===== src/sv/kme_pkg.sv =====
`default_nettype none

package kme_pkg;

  localparam int unsigned CodeW   = 10;
  localparam int unsigned ValueW  = 2;
  localparam int unsigned TicksW  = 32;
  localparam int unsigned StepW   = 6;
  localparam int unsigned MoveW   = 8;
  localparam int unsigned NumDirs = 8;
  localparam int unsigned DirW    = 3;

  localparam int unsigned InTdataW  = 48;
  localparam int unsigned OutTdataW = 24;
  localparam int unsigned CfgIdxW   = 3;
  localparam int unsigned CfgDataW  = 64;

  localparam logic [StepW-1:0]  StepReset    = 6'd4;
  localparam logic [StepW-1:0]  AccelReset   = 6'd16;
  localparam logic [TicksW-1:0] IdleReset    = 32'd100;
  localparam logic [CodeW-1:0]  ControlReset = 10'd97;
  localparam logic [63:0]       DirReset     = 64'h5150514B4D474849;
  localparam logic [CodeW-1:0]  LeftReset    = 10'd82;
  localparam logic [CodeW-1:0]  RightReset   = 10'd83;

  typedef enum logic [CfgIdxW-1:0] {
    CfgStepSize      = 3'd0,
    CfgMaxAccel      = 3'd1,
    CfgIdleTimeout   = 3'd2,
    CfgControlCode   = 3'd3,
    CfgDirectionCode = 3'd4,
    CfgLeftCode      = 3'd5,
    CfgRightCode     = 3'd6
  } cfg_reg_e;

  typedef struct packed {
    logic [StepW-1:0]  step_size;
    logic [StepW-1:0]  accel_limit;
    logic [TicksW-1:0] idle_timeout;
    logic [CodeW-1:0]  control_code;
    logic [63:0]       direction_codes;
    logic [CodeW-1:0]  left_code;
    logic [CodeW-1:0]  right_code;
  } cfg_t;

  // first member is the most significant, so consumed lands in bit 0
  typedef struct packed {
    logic                    report_sync;
    logic                    right_button;
    logic                    right_changed;
    logic                    left_button;
    logic                    left_changed;
    logic signed [MoveW-1:0] move_y;
    logic signed [MoveW-1:0] move_x;
    logic                    move_valid;
    logic                    consumed;
  } res_t;

  // direction order: upleft, up, upright, left, right, downleft, down, downright
  function automatic logic signed [1:0] dir_dx(input logic [DirW-1:0] dir);
    logic signed [1:0] d;
    unique case (dir)
      3'd0, 3'd3, 3'd5: d = -2'sd1;
      3'd1, 3'd6:       d = 2'sd0;
      default:          d = 2'sd1;
    endcase
    return d;
  endfunction

  function automatic logic signed [1:0] dir_dy(input logic [DirW-1:0] dir);
    logic signed [1:0] d;
    unique case (dir)
      3'd0, 3'd1, 3'd2: d = -2'sd1;
      3'd3, 3'd4:       d = 2'sd0;
      default:          d = 2'sd1;
    endcase
    return d;
  endfunction

endpackage

`default_nettype wire


===== src/sv/keypad_mouse_emulator_top.sv =====
// Keypad mouse emulator: turns key events into relative pointer motion and
// button reports while the control key is held. One key event is taken per clock
// while the result register can advance; each gives exactly one result via the
// input register, then the result register. The rate is set by the loop through
// the mode, button, acceleration and last-time registers, so back-to-back events
// run at one per cycle with no bubbles unless the output stalls. Configuration
// registers must be written by the user through the cfg port while idle; unenforced.
`default_nettype none

module keypad_mouse_emulator_top (
  input  wire logic                           clk_i,
  input  wire logic                           rst_ni,
  input  wire logic                           s_axis_tvalid_i,
  output logic                                s_axis_tready_o,
  // key_code[9:0], key_value[11:10], now_ticks[43:12], zero fill
  input  wire logic [kme_pkg::InTdataW-1:0]   s_axis_tdata_i,
  output logic                                m_axis_tvalid_o,
  input  wire logic                           m_axis_tready_i,
  // consumed[0], move_valid[1], move_x[9:2], move_y[17:10], left_changed[18],
  // left_button[19], right_changed[20], right_button[21], report_sync[22], zero fill
  output logic [kme_pkg::OutTdataW-1:0]       m_axis_tdata_o,
  input  wire logic                           cfg_valid_i,
  output logic                                cfg_ready_o,
  input  wire logic [kme_pkg::CfgIdxW-1:0]    cfg_index_i,
  input  wire logic [kme_pkg::CfgDataW-1:0]   cfg_data_i
);
  import kme_pkg::*;

  cfg_t              cfg;
  res_t              res;
  logic              in_valid_q;
  logic [CodeW-1:0]  in_code_q;
  logic [ValueW-1:0] in_value_q;
  logic [TicksW-1:0] in_now_q;
  logic              out_valid_q;
  res_t              out_res_q;
  logic              advance;
  logic              s_xfer;
  logic              step_en;

  kme_cfg_regs u_cfg (
    .clk_i       (clk_i),
    .rst_ni      (rst_ni),
    .cfg_valid_i (cfg_valid_i),
    .cfg_ready_o (cfg_ready_o),
    .cfg_index_i (cfg_index_i),
    .cfg_data_i  (cfg_data_i),
    .cfg_o       (cfg)
  );

  kme_step u_step (
    .clk_i       (clk_i),
    .rst_ni      (rst_ni),
    .step_en_i   (step_en),
    .cfg_i       (cfg),
    .key_code_i  (in_code_q),
    .key_value_i (in_value_q),
    .now_ticks_i (in_now_q),
    .res_o       (res)
  );

  // result register frees up when empty or when its transfer completes
  assign advance         = !out_valid_q || m_axis_tready_i;
  assign s_axis_tready_o = !in_valid_q || advance;
  assign s_xfer          = s_axis_tvalid_i && s_axis_tready_o;
  assign step_en         = in_valid_q && advance;

  assign m_axis_tvalid_o = out_valid_q;
  assign m_axis_tdata_o  = {1'b0, out_res_q};

  always_ff @(posedge clk_i or negedge rst_ni) begin
    if (!rst_ni) begin
      in_valid_q  <= 1'b0;
      out_valid_q <= 1'b0;
    end else begin
      if (s_xfer) begin
        in_valid_q <= 1'b1;
      end else if (advance) begin
        in_valid_q <= 1'b0;
      end
      if (advance) begin
        out_valid_q <= in_valid_q;
      end
    end
  end

  always_ff @(posedge clk_i) begin
    if (s_xfer) begin
      in_code_q  <= s_axis_tdata_i[CodeW-1:0];
      in_value_q <= s_axis_tdata_i[CodeW +: ValueW];
      in_now_q   <= s_axis_tdata_i[CodeW+ValueW +: TicksW];
    end
    if (step_en) begin
      out_res_q <= res;
    end
  end

`ifndef SYNTHESIS
  a_stall_only_when_full: assert property (@(posedge clk_i) disable iff (!rst_ni)
    !s_axis_tready_o |-> (in_valid_q && out_valid_q && !m_axis_tready_i))
    else $error("input stalled while pipeline has room");

  a_move_is_consumed: assert property (@(posedge clk_i) disable iff (!rst_ni)
    (m_axis_tvalid_o && out_res_q.move_valid) |->
      (out_res_q.consumed && !out_res_q.left_changed && !out_res_q.right_changed))
    else $error("motion reported on a key that was not a consumed direction key");

  a_one_button_change: assert property (@(posedge clk_i) disable iff (!rst_ni)
    m_axis_tvalid_o |-> !(out_res_q.left_changed && out_res_q.right_changed))
    else $error("both buttons reported changed by one event");

  a_result_follows_step: assert property (@(posedge clk_i) disable iff (!rst_ni)
    step_en |=> out_valid_q)
    else $error("processed event did not reach the result register");
`endif

endmodule

`default_nettype wire


===== src/sv/kme_cfg_regs.sv =====
`default_nettype none

module kme_cfg_regs (
  input  wire logic                          clk_i,
  input  wire logic                          rst_ni,
  input  wire logic                          cfg_valid_i,
  output logic                               cfg_ready_o,
  input  wire logic [kme_pkg::CfgIdxW-1:0]   cfg_index_i,
  input  wire logic [kme_pkg::CfgDataW-1:0]  cfg_data_i,
  output kme_pkg::cfg_t                      cfg_o
);
  import kme_pkg::*;

  cfg_t cfg_q, cfg_d;

  assign cfg_ready_o = 1'b1;
  assign cfg_o       = cfg_q;

  always_comb begin
    cfg_d = cfg_q;
    if (cfg_valid_i) begin
      unique case (cfg_reg_e'(cfg_index_i))
        CfgStepSize:      cfg_d.step_size       = cfg_data_i[StepW-1:0];
        CfgMaxAccel:      cfg_d.accel_limit     = cfg_data_i[StepW-1:0];
        CfgIdleTimeout:   cfg_d.idle_timeout    = cfg_data_i[TicksW-1:0];
        CfgControlCode:   cfg_d.control_code    = cfg_data_i[CodeW-1:0];
        CfgDirectionCode: cfg_d.direction_codes = cfg_data_i[63:0];
        CfgLeftCode:      cfg_d.left_code       = cfg_data_i[CodeW-1:0];
        CfgRightCode:     cfg_d.right_code      = cfg_data_i[CodeW-1:0];
        default:          cfg_d = cfg_q;
      endcase
    end
  end

  always_ff @(posedge clk_i or negedge rst_ni) begin
    if (!rst_ni) begin
      cfg_q.step_size       <= StepReset;
      cfg_q.accel_limit     <= AccelReset;
      cfg_q.idle_timeout    <= IdleReset;
      cfg_q.control_code    <= ControlReset;
      cfg_q.direction_codes <= DirReset;
      cfg_q.left_code       <= LeftReset;
      cfg_q.right_code      <= RightReset;
    end else begin
      cfg_q <= cfg_d;
    end
  end

endmodule

`default_nettype wire


===== src/sv/kme_step.sv =====
`default_nettype none

module kme_step (
  input  wire logic                         clk_i,
  input  wire logic                         rst_ni,
  input  wire logic                         step_en_i,
  input  kme_pkg::cfg_t                     cfg_i,
  input  wire logic [kme_pkg::CodeW-1:0]    key_code_i,
  input  wire logic [kme_pkg::ValueW-1:0]   key_value_i,
  input  wire logic [kme_pkg::TicksW-1:0]   now_ticks_i,
  output kme_pkg::res_t                     res_o
);
  import kme_pkg::*;

  logic              held_q, held_d;
  logic [1:0]        button_q, button_d;
  logic [StepW-1:0]  accel_q, accel_d;
  logic [TicksW-1:0] last_q, last_d;

  logic              down;
  logic              dir_hit;
  logic [DirW-1:0]   dir_idx;
  logic              btn_hit;
  logic              btn_sel;
  logic [TicksW-1:0] elapsed;
  logic              idle_hit;
  logic [StepW-1:0]  accel_base;
  logic [StepW:0]    mag;
  logic [StepW:0]    accel_inc;
  logic [StepW-1:0]  accel_clamp;
  logic [MoveW-1:0]  mag_pos;
  logic [MoveW-1:0]  mag_neg;
  logic signed [1:0] dx;
  logic signed [1:0] dy;

  assign down = key_value_i != '0;

  // lowest byte wins when several direction slots hold the same code
  always_comb begin
    dir_hit = 1'b0;
    dir_idx = '0;
    for (int i = NumDirs - 1; i >= 0; i--) begin
      if (key_code_i == {2'b00, cfg_i.direction_codes[8*i +: 8]}) begin
        dir_hit = 1'b1;
        dir_idx = DirW'(i);
      end
    end
  end

  assign btn_sel = key_code_i != cfg_i.left_code;
  assign btn_hit = !dir_hit &&
                   (key_code_i == cfg_i.left_code || key_code_i == cfg_i.right_code);

  assign elapsed    = now_ticks_i - last_q;
  assign idle_hit   = (last_q != '0) && (elapsed >= cfg_i.idle_timeout);
  assign accel_base = idle_hit ? '0 : accel_q;

  assign mag         = {1'b0, cfg_i.step_size} + {1'b0, accel_base};
  assign accel_inc   = {1'b0, accel_base} + 7'd1;
  assign accel_clamp = (accel_inc > {1'b0, cfg_i.accel_limit}) ? cfg_i.accel_limit
                                                                : accel_inc[StepW-1:0];
  assign mag_pos = {1'b0, mag};
  assign mag_neg = -mag_pos;
  assign dx      = dir_dx(dir_idx);
  assign dy      = dir_dy(dir_idx);

  always_comb begin
    held_d   = held_q;
    button_d = button_q;
    accel_d  = accel_q;
    last_d   = last_q;
    res_o    = '0;
    if (key_code_i == cfg_i.control_code) begin
      held_d = down;
    end else if (!held_q) begin
      accel_d  = '0;
      button_d = '0;
    end else if (dir_hit || btn_hit) begin
      res_o.consumed = 1'b1;
      last_d         = now_ticks_i;
      accel_d        = accel_base;
      if (dir_hit && down && mag != '0) begin
        res_o.move_valid = 1'b1;
        res_o.move_x     = (dx < 0) ? mag_neg : ((dx > 0) ? mag_pos : '0);
        res_o.move_y     = (dy < 0) ? mag_neg : ((dy > 0) ? mag_pos : '0);
        accel_d          = accel_clamp;
      end
      if (btn_hit) begin
        // autorepeat of a button already down reports nothing
        if (button_q[btn_sel] != down) begin
          if (btn_sel) begin
            res_o.right_changed = 1'b1;
          end else begin
            res_o.left_changed = 1'b1;
          end
        end
        button_d[btn_sel] = down;
      end
    end
    res_o.left_button  = button_d[0];
    res_o.right_button = button_d[1];
    res_o.report_sync  = res_o.move_valid | res_o.left_changed | res_o.right_changed;
  end

  always_ff @(posedge clk_i or negedge rst_ni) begin
    if (!rst_ni) begin
      held_q   <= 1'b0;
      button_q <= '0;
      accel_q  <= '0;
      last_q   <= '0;
    end else if (step_en_i) begin
      held_q   <= held_d;
      button_q <= button_d;
      accel_q  <= accel_d;
      last_q   <= last_d;
    end
  end

endmodule

`default_nettype wire

===== config.mk =====
export PLATFORM = sky130hd
export DESIGN_NAME = keypad_mouse_emulator_top
export DESIGN_NICKNAME = d
export VERILOG_FILES = /design/src/sv/kme_pkg.sv /design/src/sv/keypad_mouse_emulator_top.sv /design/src/sv/kme_cfg_regs.sv /design/src/sv/kme_step.sv
export SDC_FILE = /design/constraint.sdc
export NUM_CORES = 1
export LEC_CHECK = 0
export ABC_CLOCK_PERIOD_IN_PS = 8100
export BUFFER_PORTS_ARGS = -buffer_cell sky130_fd_sc_hd__buf_2
export CAP_MARGIN = 0
export CORE_MARGIN = 2
export CORE_UTILIZATION = 30
export DETAILED_ROUTE_END_ITERATION = 7
export PLACE_DENSITY_LB_ADDON = 0.05
export SLEW_MARGIN = 20
export SYNTH_ARGS = -nofsm -noshare
export SYNTH_HDL_FRONTEND = slang
export SYNTH_SLANG_ARGS = --single-unit

===== constraint.sdc =====
create_clock -name clk_i -period 8.1 [get_ports clk_i]
set_input_delay 1.62 -clock clk_i [delete_from_list [all_inputs] [get_ports clk_i]]
set_output_delay 1.62 -clock clk_i [all_outputs]
set_load 0.05 [all_outputs]

# Yosys cells after proc, flatten, opt, wreduce, memory -nomap -nowiden
# Cells that the tools add are included.
# classes
n_addsub,4
n_lt_le_gt_ge,8
eq_ne,26
n_mux,51
n_bitwise,6
reduce_logical,36
# op_table
cell,count
$eq A10 B8 Y1,8
$mux W19,3
$ge A32 B32 Y1,1
$reduce_bool A32 Y1,1
$sub A32 B32 Y32,1
$eq A10 B10 Y1,3
$mux W6,5
$mux W3,8
$mux W1,22
$eq A3 B3 Y1 const B,6
$mux W17,1
$mux W8,2
$reduce_and A2 Y1,8
$mux W7,2
$eq A3 B2 Y1 const B,4
$ne A10 B10 Y1,1
$mux W2,4
$neg A7 Y8,1
$pmux W2 S2,2
$add A6 B1 Y7 const B,1
$add A6 B6 Y7,1
$gt A7 B6 Y1,1
$logic_and A1 B1 Y1,7
$reduce_bool A7 Y1,1
20 further kinds,37
# totals
regBits,248
in_bits,120
out_inout_bits,27
word_cells,156

# Logic depth before layout (Yosys ltp)
# Gate-level depths: netlist of the first run.
# depth
ltp_word,21
depth_mapped,36
ltp_nobuf,34

# By module
# Synthesis of the first run repeated with hierarchy kept, for this count alone.
# unflattened
hier_cells,1226
hier_area_um2,14023.4
# by_module_without_submodules
module,instances,cells_each,area_per_inst_um2,seq_area_each_um2
kme_step,1,849,6616.3,1026.0
kme_cfg_regs,1,300,5280.1,3503.4
keypad_mouse_emulator_top,1,77,2127.0,2062.0

# Worst setup path after synthesis of the first run
# No wires, ideal clock.
# synth_path
path_kind,reg-to-reg
start,register in_now_q[0]
end,register out_res_q (netlist bit m_axis_tdata_o[12]) (data pin)
setup_ns,0.269
t_arrival_ns,6.283
t_required_ns,7.831
slack_ns,1.549
path_stages_with_launch,34
n_path_buf,3
synth_period_minus_slack_ns,6.551
path_cell_list,edfxtp_1 -> inv_1 -> ha_1 -> inv_1 -> fa_1 -> a211oi_1 -> nor2_1 -> o221ai_1 -> o22ai_1 -> o21bai_1 -> o21ai_1 -> a21oi_1 -> o21bai_1 -> xor2_1 -> ha_1 -> nand4_1 -> nor4_1 -> o311ai_1 -> a31oi_1 -> clkbuf_1 -> nor2b_1 -> ha_1 -> a21o_1 -> a21oi_1 -> xor2_1 -> nand4_1 -> o221ai_2 -> or2_1 -> buf_6 -> inv_6 -> and3_1 -> buf_6 -> a21oi_1 -> o21ai_1
# synth_via
elab_chain_len,9
word_cells_on_any_way,12
cone_classes,add/sub (3); order compare (1); mux (3); bitwise (1); reduce/logical (4)
# synth_rtl
element,line,rtl
from (decl),keypad_mouse_emulator_top.sv:34,logic [TicksW-1:0] in_now_q;
from (signal assigned),keypad_mouse_emulator_top.sv:91,in_now_q <= s_axis_tdata_i[CodeW+ValueW +: TicksW];
$sub A32 B32 Y32 (*),kme_step.sv:54,assign elapsed = now_ticks_i - last_q;
$ge A32 B32 Y1 (*),kme_step.sv:55,assign idle_hit = (last_q != '0) && (elapsed >= cfg_i.idle_timeout);
$logic_and A1 B1 Y1 (*),kme_step.sv:55,
$mux W6 (*),kme_step.sv:56,assign accel_base = idle_hit ? '0 : accel_q;
$add A6 B6 Y7 (*),kme_step.sv:58,"assign mag = {1'b0, cfg_i.step_size} + {1'b0, accel_base};"
"parallel branches: the longest is 4 deep, another holds $neg A7 Y8",--,
to (signal assigned),keypad_mouse_emulator_top.sv:94,out_res_q <= res;
to (decl),keypad_mouse_emulator_top.sv:36,res_t out_res_q;
# Every way passes the cells marked *.
# A chain may end at the register's enable or synchronous reset.

# Final worst setup path of the first run
# layout_path
start,register in_now_q[1]
end,register out_res_q (netlist bit m_axis_tdata_o[15]) (data pin)
# Same word-level chain as after synthesis.

==> flow_summary.ini, run 1 <==
[outcome]
outcome = finished clean

[pwr]
peakVddDrop_mv = 0.1415
p_sw_w = 0.001012
pwr-share-clk_pct = 38.0
p_sw_share_pct = 28.04
totalPowerFinal_w = 0.003609
p_leak_nw = 7.037
p_int_w = 0.002597
seqPwrFrac_pct = 44.7
power_density_nw_per_um2 = 223.9
combPwrFrac_pct = 17.3

[grt]
use_met1_pct = 20.57
use_met3_pct = 1.841
grt_pass1_wl_um = 57060
grtUsageMet2_pct = 26.15
grt_pass1_vias = 9836
overflow = 0
track_usage_pct = 15.51
top_usage_layer = met2
antenna_found_initial = 0
grt_max_degree = 70

[cts]
cts_resized = 0
clock_latency_ns = 0.60
h-tree-depth = 1
cts_buffer_depth = 3
post-cts-setup-buffers = 0
cts.sinks = 248
clkSlewWorstSetupHoldPaths_ns = 0.06
cts_made_buffers = 31
cts-root-buf = clkbuf_16
cts_tree = built
hold_buffers = 0

[setup_path]
crit_fanout = 15
critical_path_class = flop to flop
cp_slowest_cell = o41ai_1
max_stage_delay_ns = 0.50
end_kind = flop
cp.required_ns = 8.43
worst_setup_path_start_kind = flop
worst-endpoint-arrival_ns = 7.76

[floorplanning]
pin_count = 147
dieWidth_um = 217.7
die_h_um = 217.7
start_util_pct = 30.32
row_count = 78
dieArea_um2 = 47400
core_um2 = 45190

[sta]
fin_crit_ns = 7.439
hold_viol = 0
hold-worst-slack_ns = 0.4840
relSlewSlack_pct = 30.03
skew_ns = 0.02332
post-route-period-util_pct = 91.84
fin_tns_setup_ns = 0
rsz0062_at_grt = false
setup_violations = 0
drv_slew = 0
worstMarginPinSlew_ns = 1.042
fmax_ghz = 0.1344

[synthesis]
synth_fa_ha_area_share_pct = 7.406
synth.distinct_cells = 71
synth_top_area_share_pct = 25.75
synthTopCellsByCount = dfrtp_1 (141), nand2_1 (108), mux2_2 (107)
synth_fp_nets = 1470
synth_area_leaders = dfrtp_1 (26%), edfxtp_1 (15%), mux2_2 (8.8%)
ys_seq_area_share_pct = 48.11
avgSynthCellArea_um2 = 10.78
synthMuxAreaShare_pct = 9.086
synth_top_area_cell = dfrtp_1
ys_seq_elements = 248
synth_edf_count = 67
yosys_warnings = 0
async_reset_ff_share_pct = 72.98
synth_cells = 1271
synth-compound-area-share_pct = 10.78
synthSimpleGateAreaFrac_pct = 11.93
syn_area_um2 = 13700
yosys.area_share.xor_xnor_pct = 8.502
ys.flop_type = dfrtp_1
synth_top_family_by_area = simple AND/OR/NAND/NOR gates
post-synth-top-count-cell = dfrtp_1

[place]
gp_congestion = 0.8084
port_buffers = 140
hpwl_um = 26200
place_inst = 1990

[final_layout]
nFillCells = 4548
final_cells = 2048
final_nets = 1622
areaGrowthSynthToFinish_pct = 17.64
drive_above_1_share_pct = 25.76
diodes = 0

[drt]
via_per_inst = 4.659
antenna_left = 0
drt-total-wl_um = 35920
post_drt_wl_per_cell_um = 17.54
dr_total_vias = 9542
drtIter0Drc = 401
drt_pre_antenna_iters = 4
drc = 0

[job]
cap_viol_max_count = 0

[min_path]
hp-class = flop to flop
==> power groups by stage <==
stage / Clock, W / Combinational, W / Sequential (W)
after global placement: 0 / 0.000625 / 0.00164
final: 0.00137 / 0.000625 / 0.00161
after floorplan: 0 / 0.000441 / 0.00162
after detailed placement: 0 / 0.000635 / 0.00164
after global routing: 0.00148 / 0.000712 / 0.00164
after CTS: 0.00143 / 0.000638 / 0.00162
==> per-layer routing <==
| layer | share of wire [%] | vias to the layer above |
|---|---|---|
| met1 | 47 | 4531 |
| met2 | 47 | 147 |
| met4 | 2.9 | 0 |
| met5 | 0 | - |
| li1 | - | 4809 |
| met3 | 3.0 | 55 |
==> kinds of logic after synthesis <==
group	after synthesis
other	2
buffers and inverters	129
xor gates and xnor gates	133
AOI/OAI and AO/OA	243
muxes	111
adders and majority gates	80
and+or+nand+nor	325
DFF	248
==> cells in the final DEF, fill, tap and decap left out, types with 4 or more instances in the layout <==
master / count
nor2_1: 56
and3_1: 6
nand3_1: 22
o21a_1: 10
nor3_1: 20
dfrtp_1: 141
nand2b_1: 16
xor2_1: 79
a31oi_1: 6
a211o_1: 7
o21bai_1: 4
edfxtp_1: 67
o211ai_1: 4
a211oi_1: 7
mux2_2: 107
nor4_1: 22
clkbuf_1: 11
and2_1: 5
a22o_1: 5
clkinv_2: 5
clkbuf_16: 33
a21o_1: 18
buf_2: 139
buf_4: 18
dfstp_2: 40
xnor2_1: 54
a21oi_1: 47
nor2b_1: 13
nand2_1: 108
o21ai_1: 12
o21ai_0: 98
inv_1: 89
ha_1: 77
mux2i_1: 4
nand4_1: 21
nand4b_1: 4
==> sequential cells by signal (all words and copies together), names as in the netlist <==
| name | flops |
|---|---|
| in_code_q | 10 |
| u_step.held_q | 1 |
| u_step.last_q | 32 |
| in_value_q | 2 |
| u_step.accel_q | 6 |
| m_axis_tvalid_o | 1 |
| u_cfg.cfg_o | 138 |
| m_axis_tdata_o | 23 |
| in_now_q | 32 |
| in_valid_q | 1 |
| u_step.button_q | 2 |
==> area by class of cell <==
| class | count | area [µm²] | area share [%] |
|---|---|---|---|
| clock buffers | 47 | 908.4 | 5.635 |
| clock inverters | 11 | 108.9 | 0.6753 |
| inverters | 90 | 342.8 | 2.127 |
| multi-input cells | 894 | 6575 | 40.79 |
| flip-flops and latches | 248 | 6591 | 40.89 |
| well taps | 600 | 750.7 | 4.657 |
| repair buffers | 158 | 842.1 | 5.224 |
==> worst max-delay path, delay by kind of cell, from the launching register on <==
family | cells | cell delay, ns
simple gates | 8 | 1.39
mux | 1 | 0.15
fa+ha+maj | 4 | 1.29
flops | 1 | 0.44
compound gates | 14 | 3.29
buf+inv | 4 | 0.60
==> through the flow <==
stage	cell area (µm²)	setup WS (ns)	util (%)
global placement	15090	0.2922	33.39
floorplan	13700	1.549	-
global route	16120	0.01185	35.67
detailed placement	15090	0.1947	33.39
finish	16120	0.6611	35.67
CTS	16110	0.1725	35.64
==> path summary, 6_finish.rpt <==
path / startpoint / to / slack, ns / cells past startpoint
max: in_now_q[1] / m_axis_tdata_o[15] / 0.66 / 31
min: in_valid_q / m_axis_tvalid_o / 0.48 / 1
max reg2reg: in_now_q[1] / m_axis_tdata_o[15] / 0.66 / 31
min reg2reg: in_valid_q / m_axis_tvalid_o / 0.48 / 1
max in group asynchronous: rst_ni / u_step.accel_q[1] / 5.70 / 2
min in group asynchronous: rst_ni / u_step.last_q[28] / 1.05 / 1
Note: power is estimated with default switching activity, not from simulation.
==> run 2, diff against run 1 <==
--- a/config.mk
+++ b/config.mk
@@ -8,6 +8,8 @@
 export ABC_CLOCK_PERIOD_IN_PS = 8100
 export BUFFER_PORTS_ARGS = -buffer_cell sky130_fd_sc_hd__buf_2
 export CAP_MARGIN = 0
+export CELL_PAD_IN_SITES_DETAIL_PLACEMENT = 1
+export CELL_PAD_IN_SITES_GLOBAL_PLACEMENT = 1
 export CORE_MARGIN = 2
 export CORE_UTILIZATION = 30
 export DETAILED_ROUTE_END_ITERATION = 7
==> run 2 against run 1 <==
Sequential cell count did not move. Worst setup slack improved by 0.12 ns. Fmax rose by 1.7%. Combinational power is 3% higher. Die area did not move. First-iteration DRC count fell by 12%. Via count up 1.5%. Final area up 0.57%. Sequential power about the same. Clock skew is 0.0029 ns lower. Sequential share of layout area shrank 0.23 points. Critical path depth rose by 1. Largest cell class is now multi-input combinational cells. Largest power group unchanged.
==> flow_summary.ini, run 2 (same netlist as run 1, synthesis figures left out) <==
[cts]
hold_buffers = 0
cts-root-buf = clkbuf_16
cts_tree = built
post-cts-setup-buffers = 0
cts_buffer_depth = 3
cts_made_buffers = 30
cts.sinks = 248
cts_resized = 0
clock_latency_ns = 0.59
clkSlewWorstSetupHoldPaths_ns = 0.06
h-tree-depth = 1

[floorplanning]
dieWidth_um = 217.7
dieArea_um2 = 47400
core_um2 = 45190
row_count = 78
start_util_pct = 30.32
die_h_um = 217.7
pin_count = 147

[sta]
post-route-period-util_pct = 90.31
setup_violations = 0
relSlewSlack_pct = 34.33
hold_viol = 0
worstMarginPinSlew_ns = 0.9790
skew_ns = 0.02044
fmax_ghz = 0.1367
fin_ws_ns = 0.7845
fin_crit_ns = 7.316
drv_slew = 0
fin_tns_setup_ns = 0
rsz0062_at_grt = false

[setup_path]
cp.required_ns = 8.53
critical_path_class = flop to flop
reg2reg_depth = 32
cpMostUsedCell = a21oi_1
cp_slowest_cell = a2111oi_1
worst-endpoint-arrival_ns = 7.75
max_stage_delay_ns = 0.46
end_kind = flop
rrSetupSlack_ns = 0.78
worst_setup_path_start_kind = flop
crit_fanout = 9

[pwr]
p_leak_nw = 7.088
pwr-share-clk_pct = 38.6
p_int_w = 0.002647
peakVddDrop_mv = 0.1714
power_density_nw_per_um2 = 226.7
seqPwrFrac_pct = 43.9
p_sw_w = 0.001028
p_sw_share_pct = 27.98
combPwrFrac_pct = 17.5

[drt]
drt_pre_antenna_iters = 4
antenna_left = 0
wl_met2_um = 18450
maxUsedRoutingLayer = met4
dr_total_vias = 9687
drt-total-wl_um = 38290
drtIter0Drc = 352
wl_met1_um = 17550
drc = 0
post_drt_wl_per_cell_um = 18.64
route.met3.wl_um = 1104
via_per_inst = 4.716

[place]
hpwl_um = 28030
dpl_worst_slack_ns = 0.1196
gp_congestion = 0.7762
port_buffers = 140

[grt]
grt_pass1_vias = 10419
track_usage_pct = 16.69
antenna_found_initial = 0
overflow = 0
grt_pass1_wl_um = 61190
grt_max_degree = 86

[final_layout]
final_nets = 1629
nFillCells = 5051
drive_above_1_share_pct = 26.41
diodes = 0
most-common-layout-cells = dfrtp_1 (141), buf_2 (139), nand2_1 (108), mux2_2 (107), o21ai_0 (98)
final_common_cell = dfrtp_1
largest_register_ffs = 138
areaGrowthSynthToFinish_pct = 18.32

[outcome]
outcome = finished clean

[job]
cap_viol_max_count = 0

[min_path]
worstHoldPathCells = 2
hp-class = flop to flop
-- run 2: power groups by stage --
stage / clock, W / combinational (W) / sequential [W]
after floorplan: 0 / 0.000441 / 0.00162
after global placement: 0 / 0.000639 / 0.00163
final: 0.00142 / 0.000644 / 0.00161
after CTS: 0.00147 / 0.000660 / 0.00162
after global routing: 0.00152 / 0.000735 / 0.00164
after detailed placement: 0 / 0.000655 / 0.00164
-- run 2: through the flow --
stage               hold WS, ns  util, %  cell area, µm²  total power (W)  instances
floorplan                0.4572        -           13700         0.002063       1271
global placement         0.4745    33.52           15150         0.002272       1998
global route             0.5340    35.88           16210         0.003895       2054
finish                   0.4923    35.88           16210         0.003676       2054
CTS                      0.5007    35.81           16180         0.003752       2054
detailed placement       0.4843    33.52           15150         0.002294       1998
-- run 2: final cells by class --
class | instances | area (µm²) | area share, %
Sequential cell | 248 | 6591 | 40.66
Multi-Input combinational cell | 894 | 6594 | 40.67
Timing Repair Buffer | 166 | 902.1 | 5.565
Tap cell | 600 | 750.7 | 4.631
Clock buffer | 40 | 838.3 | 5.171
Inverter | 90 | 342.8 | 2.115
Clock inverter | 16 | 192.7 | 1.189
-- run 2: layer usage --
layer	vias up	track usage, %
met2	125	28.26
met1	4707	22.09
met5	-	0
li1	4804	-
met3	51	2.287
met4	0	5.068
-- run 2: worst max-delay path: cells and delay by family, from the launching register on --
family / cells / cell delay (ns)
compound gates: 15 / 3.27
flops: 1 / 0.44
simple gates: 8 / 1.60
mux: 1 / 0.15
buf+inv: 4 / 0.56
fa+ha+maj: 4 / 1.16
-- run 2: final timing paths --
kind                                      endpoint         start
worst max-delay path            m_axis_tdata_o[13]   in_now_q[1]
worst min-delay path             u_step.last_q[12]  in_now_q[12]
worst max register to register  m_axis_tdata_o[13]   in_now_q[1]
worst min register to register   u_step.last_q[12]  in_now_q[12]
max in group asynchronous        u_step.last_q[11]        rst_ni
min in group asynchronous          u_cfg.cfg_o[63]        rst_ni
==> run 3, diff against run 2 <==
--- a/config.mk
+++ b/config.mk
@@ -10,10 +10,10 @@
 export CAP_MARGIN = 0
 export CELL_PAD_IN_SITES_DETAIL_PLACEMENT = 1
 export CELL_PAD_IN_SITES_GLOBAL_PLACEMENT = 1
-export CORE_MARGIN = 2
 export CORE_UTILIZATION = 30
 export DETAILED_ROUTE_END_ITERATION = 7
 export PLACE_DENSITY_LB_ADDON = 0.05
+export REMOVE_ABC_BUFFERS = 1
 export SLEW_MARGIN = 20
 export SYNTH_ARGS = -nofsm -noshare
 export SYNTH_HDL_FRONTEND = slang
==> run 3 against run 2 <==
Sequential cell count did not move. Global-route usage rose by 0.058 points. Clock power rose by 3%. Critical path depth rose by 1. Critical path type unchanged. Largest power group unchanged. Highest routed layer unchanged.
==> flow_summary.ini, run 3 (same netlist as run 1, synthesis figures left out) <==
[pwr]
seqPwrFrac_pct = 43.4
pwr-share-clk_pct = 39.3
p_sw_w = 0.001047
combPwrFrac_pct = 17.3
p_leak_nw = 7.141
p_sw_share_pct = 28.12
power_density_nw_per_um2 = 228.6
peakVddDrop_mv = 0.1194
p_int_w = 0.002676

[cts]
clkSlewWorstSetupHoldPaths_ns = 0.06
cts_buffer_depth = 3
cts_tree = built
post-cts-setup-buffers = 0
h-tree-depth = 2
hold_buffers = 0
clock_latency_ns = 0.54
cts_resized = 0
cts_made_buffers = 34
cts.sinks = 248
cts-root-buf = clkbuf_16

[setup_path]
worst_setup_path_start_kind = flop
crit_fanout = 15
max_stage_delay_ns = 0.47
cp_slowest_cell = a2111oi_1
worst-endpoint-arrival_ns = 7.69
end_kind = flop
cp.required_ns = 8.49
critical_path_class = flop to flop

[min_path]
hp-class = flop to flop

[final_layout]
most-common-layout-cells = dfrtp_1 (141), buf_2 (139), nand2_1 (108), mux2_2 (107), o21ai_0 (97)
final_nets = 1639
diodes = 0
final_area_um2 = 16290
largest_register_ffs = 138
areaGrowthSynthToFinish_pct = 18.87
final_common_cell = dfrtp_1
drive_above_1_share_pct = 26.40

[drt]
post_drt_wl_per_cell_um = 18.36
dr_total_vias = 9766
antenna_left = 0
drt-total-wl_um = 37790
drt_pre_antenna_iters = 4
drc = 0
via_per_inst = 4.745
drtIter0Drc = 320

[sta]
setup_violations = 0
hold_viol = 0
fin_crit_ns = 7.297
relSlewSlack_pct = 36.62
fmax_ghz = 0.1370
fin_tns_setup_ns = 0
rsz0062_at_grt = false
post-route-period-util_pct = 90.09
worstMarginPinSlew_ns = 0.9449
skew_ns = 0.02154
drv_slew = 0

[grt]
grtUsageMet2_pct = 28.90
grt_pass1_wl_um = 59990
track_usage_pct = 16.75
antenna_found_initial = 0
use_met3_pct = 2.326
overflow = 0
grt_pass1_vias = 10432
use_met1_pct = 21.16
top_usage_layer = met2
grt_max_degree = 74

[job]
cap_viol_max_count = 0

[floorplanning]
core_um2 = 44610
dieArea_um2 = 46530
row_count = 77
die_h_um = 215.7
pin_count = 147
dieWidth_um = 215.7
start_util_pct = 30.72

[outcome]
outcome = finished clean

[place]
hpwl_um = 27650
gp_congestion = 0.7731
placed_area_um2 = 15200
port_buffers = 140
run 3: area by class of cell:
type | instances | area (µm²)
inverters | 90 | 342.8
flip-flops and latches | 248 | 6591
multi-input cells | 894 | 6580
clock inverters | 17 | 177.7
repair buffers | 172 | 963.4
clock buffers | 45 | 892.1
well taps | 592 | 740.7
fillers | 4946 | 28320
run 3: critical path, delay by kind of cell, from the launching register on:
family	cells	cell delay (ns)
AO/OA/AOI/OAI	14	2.96
AND/OR/NAND/NOR	8	1.65
adder cells (fa/ha/maj)	4	1.12
buffers and inverters	5	0.70
flip-flops	1	0.44
multiplexers	2	0.29
run 3: routing by layer:
metal  wire length [µm]  share of wire (%)
met5                  0                  0
met4               1102                2.9
met1              17250                 46
met2              18440                 49
met3                996                2.6
run 3: through the flow:
| stage | hold WS (ns) | total power [W] | utilization [%] | setup WS (ns) | std cells |
|---|---|---|---|---|---|
| final | 0.4844 | 0.003724 | 36.52 | 0.8029 | 2058 |
| after global routing | 0.5170 | 0.003937 | 36.52 | 0.05808 | 2058 |
| after CTS | 0.4957 | 0.003811 | 36.46 | 0.2428 | 2058 |
| after floorplan | 0.4572 | 0.002057 | - | 0.8926 | 1232 |
| after detailed placement | 0.4809 | 0.002299 | 34.07 | 0.2544 | 1996 |
| after global placement | 0.4710 | 0.002277 | 34.07 | 0.2679 | 1996 |
run 3: power groups by stage:
| stage | Sequential, W | Clock (W) | Combinational [W] |
|---|---|---|---|
| global placement | 0.00164 | 0 | 0.000641 |
| finish | 0.00162 | 0.00146 | 0.000644 |
| global route | 0.00164 | 0.00157 | 0.000729 |
| CTS | 0.00162 | 0.00153 | 0.000662 |
| detailed placement | 0.00164 | 0 | 0.000657 |
| floorplan | 0.00163 | 0 | 0.000427 |
run 3: worst paths after layout:
path / startpoint / to / slack [ns] / cells past startpoint
max in group asynchronous: rst_ni / u_step.last_q[10] / 5.82 / 2
max reg2reg: in_now_q[1] / m_axis_tdata_o[16] / 0.80 / 33
min reg2reg: in_valid_q / m_axis_tvalid_o / 0.48 / 1
max: in_now_q[1] / m_axis_tdata_o[16] / 0.80 / 33
min in group asynchronous: rst_ni / u_cfg.cfg_o[56] / 0.99 / 1
min: in_valid_q / m_axis_tvalid_o / 0.48 / 1
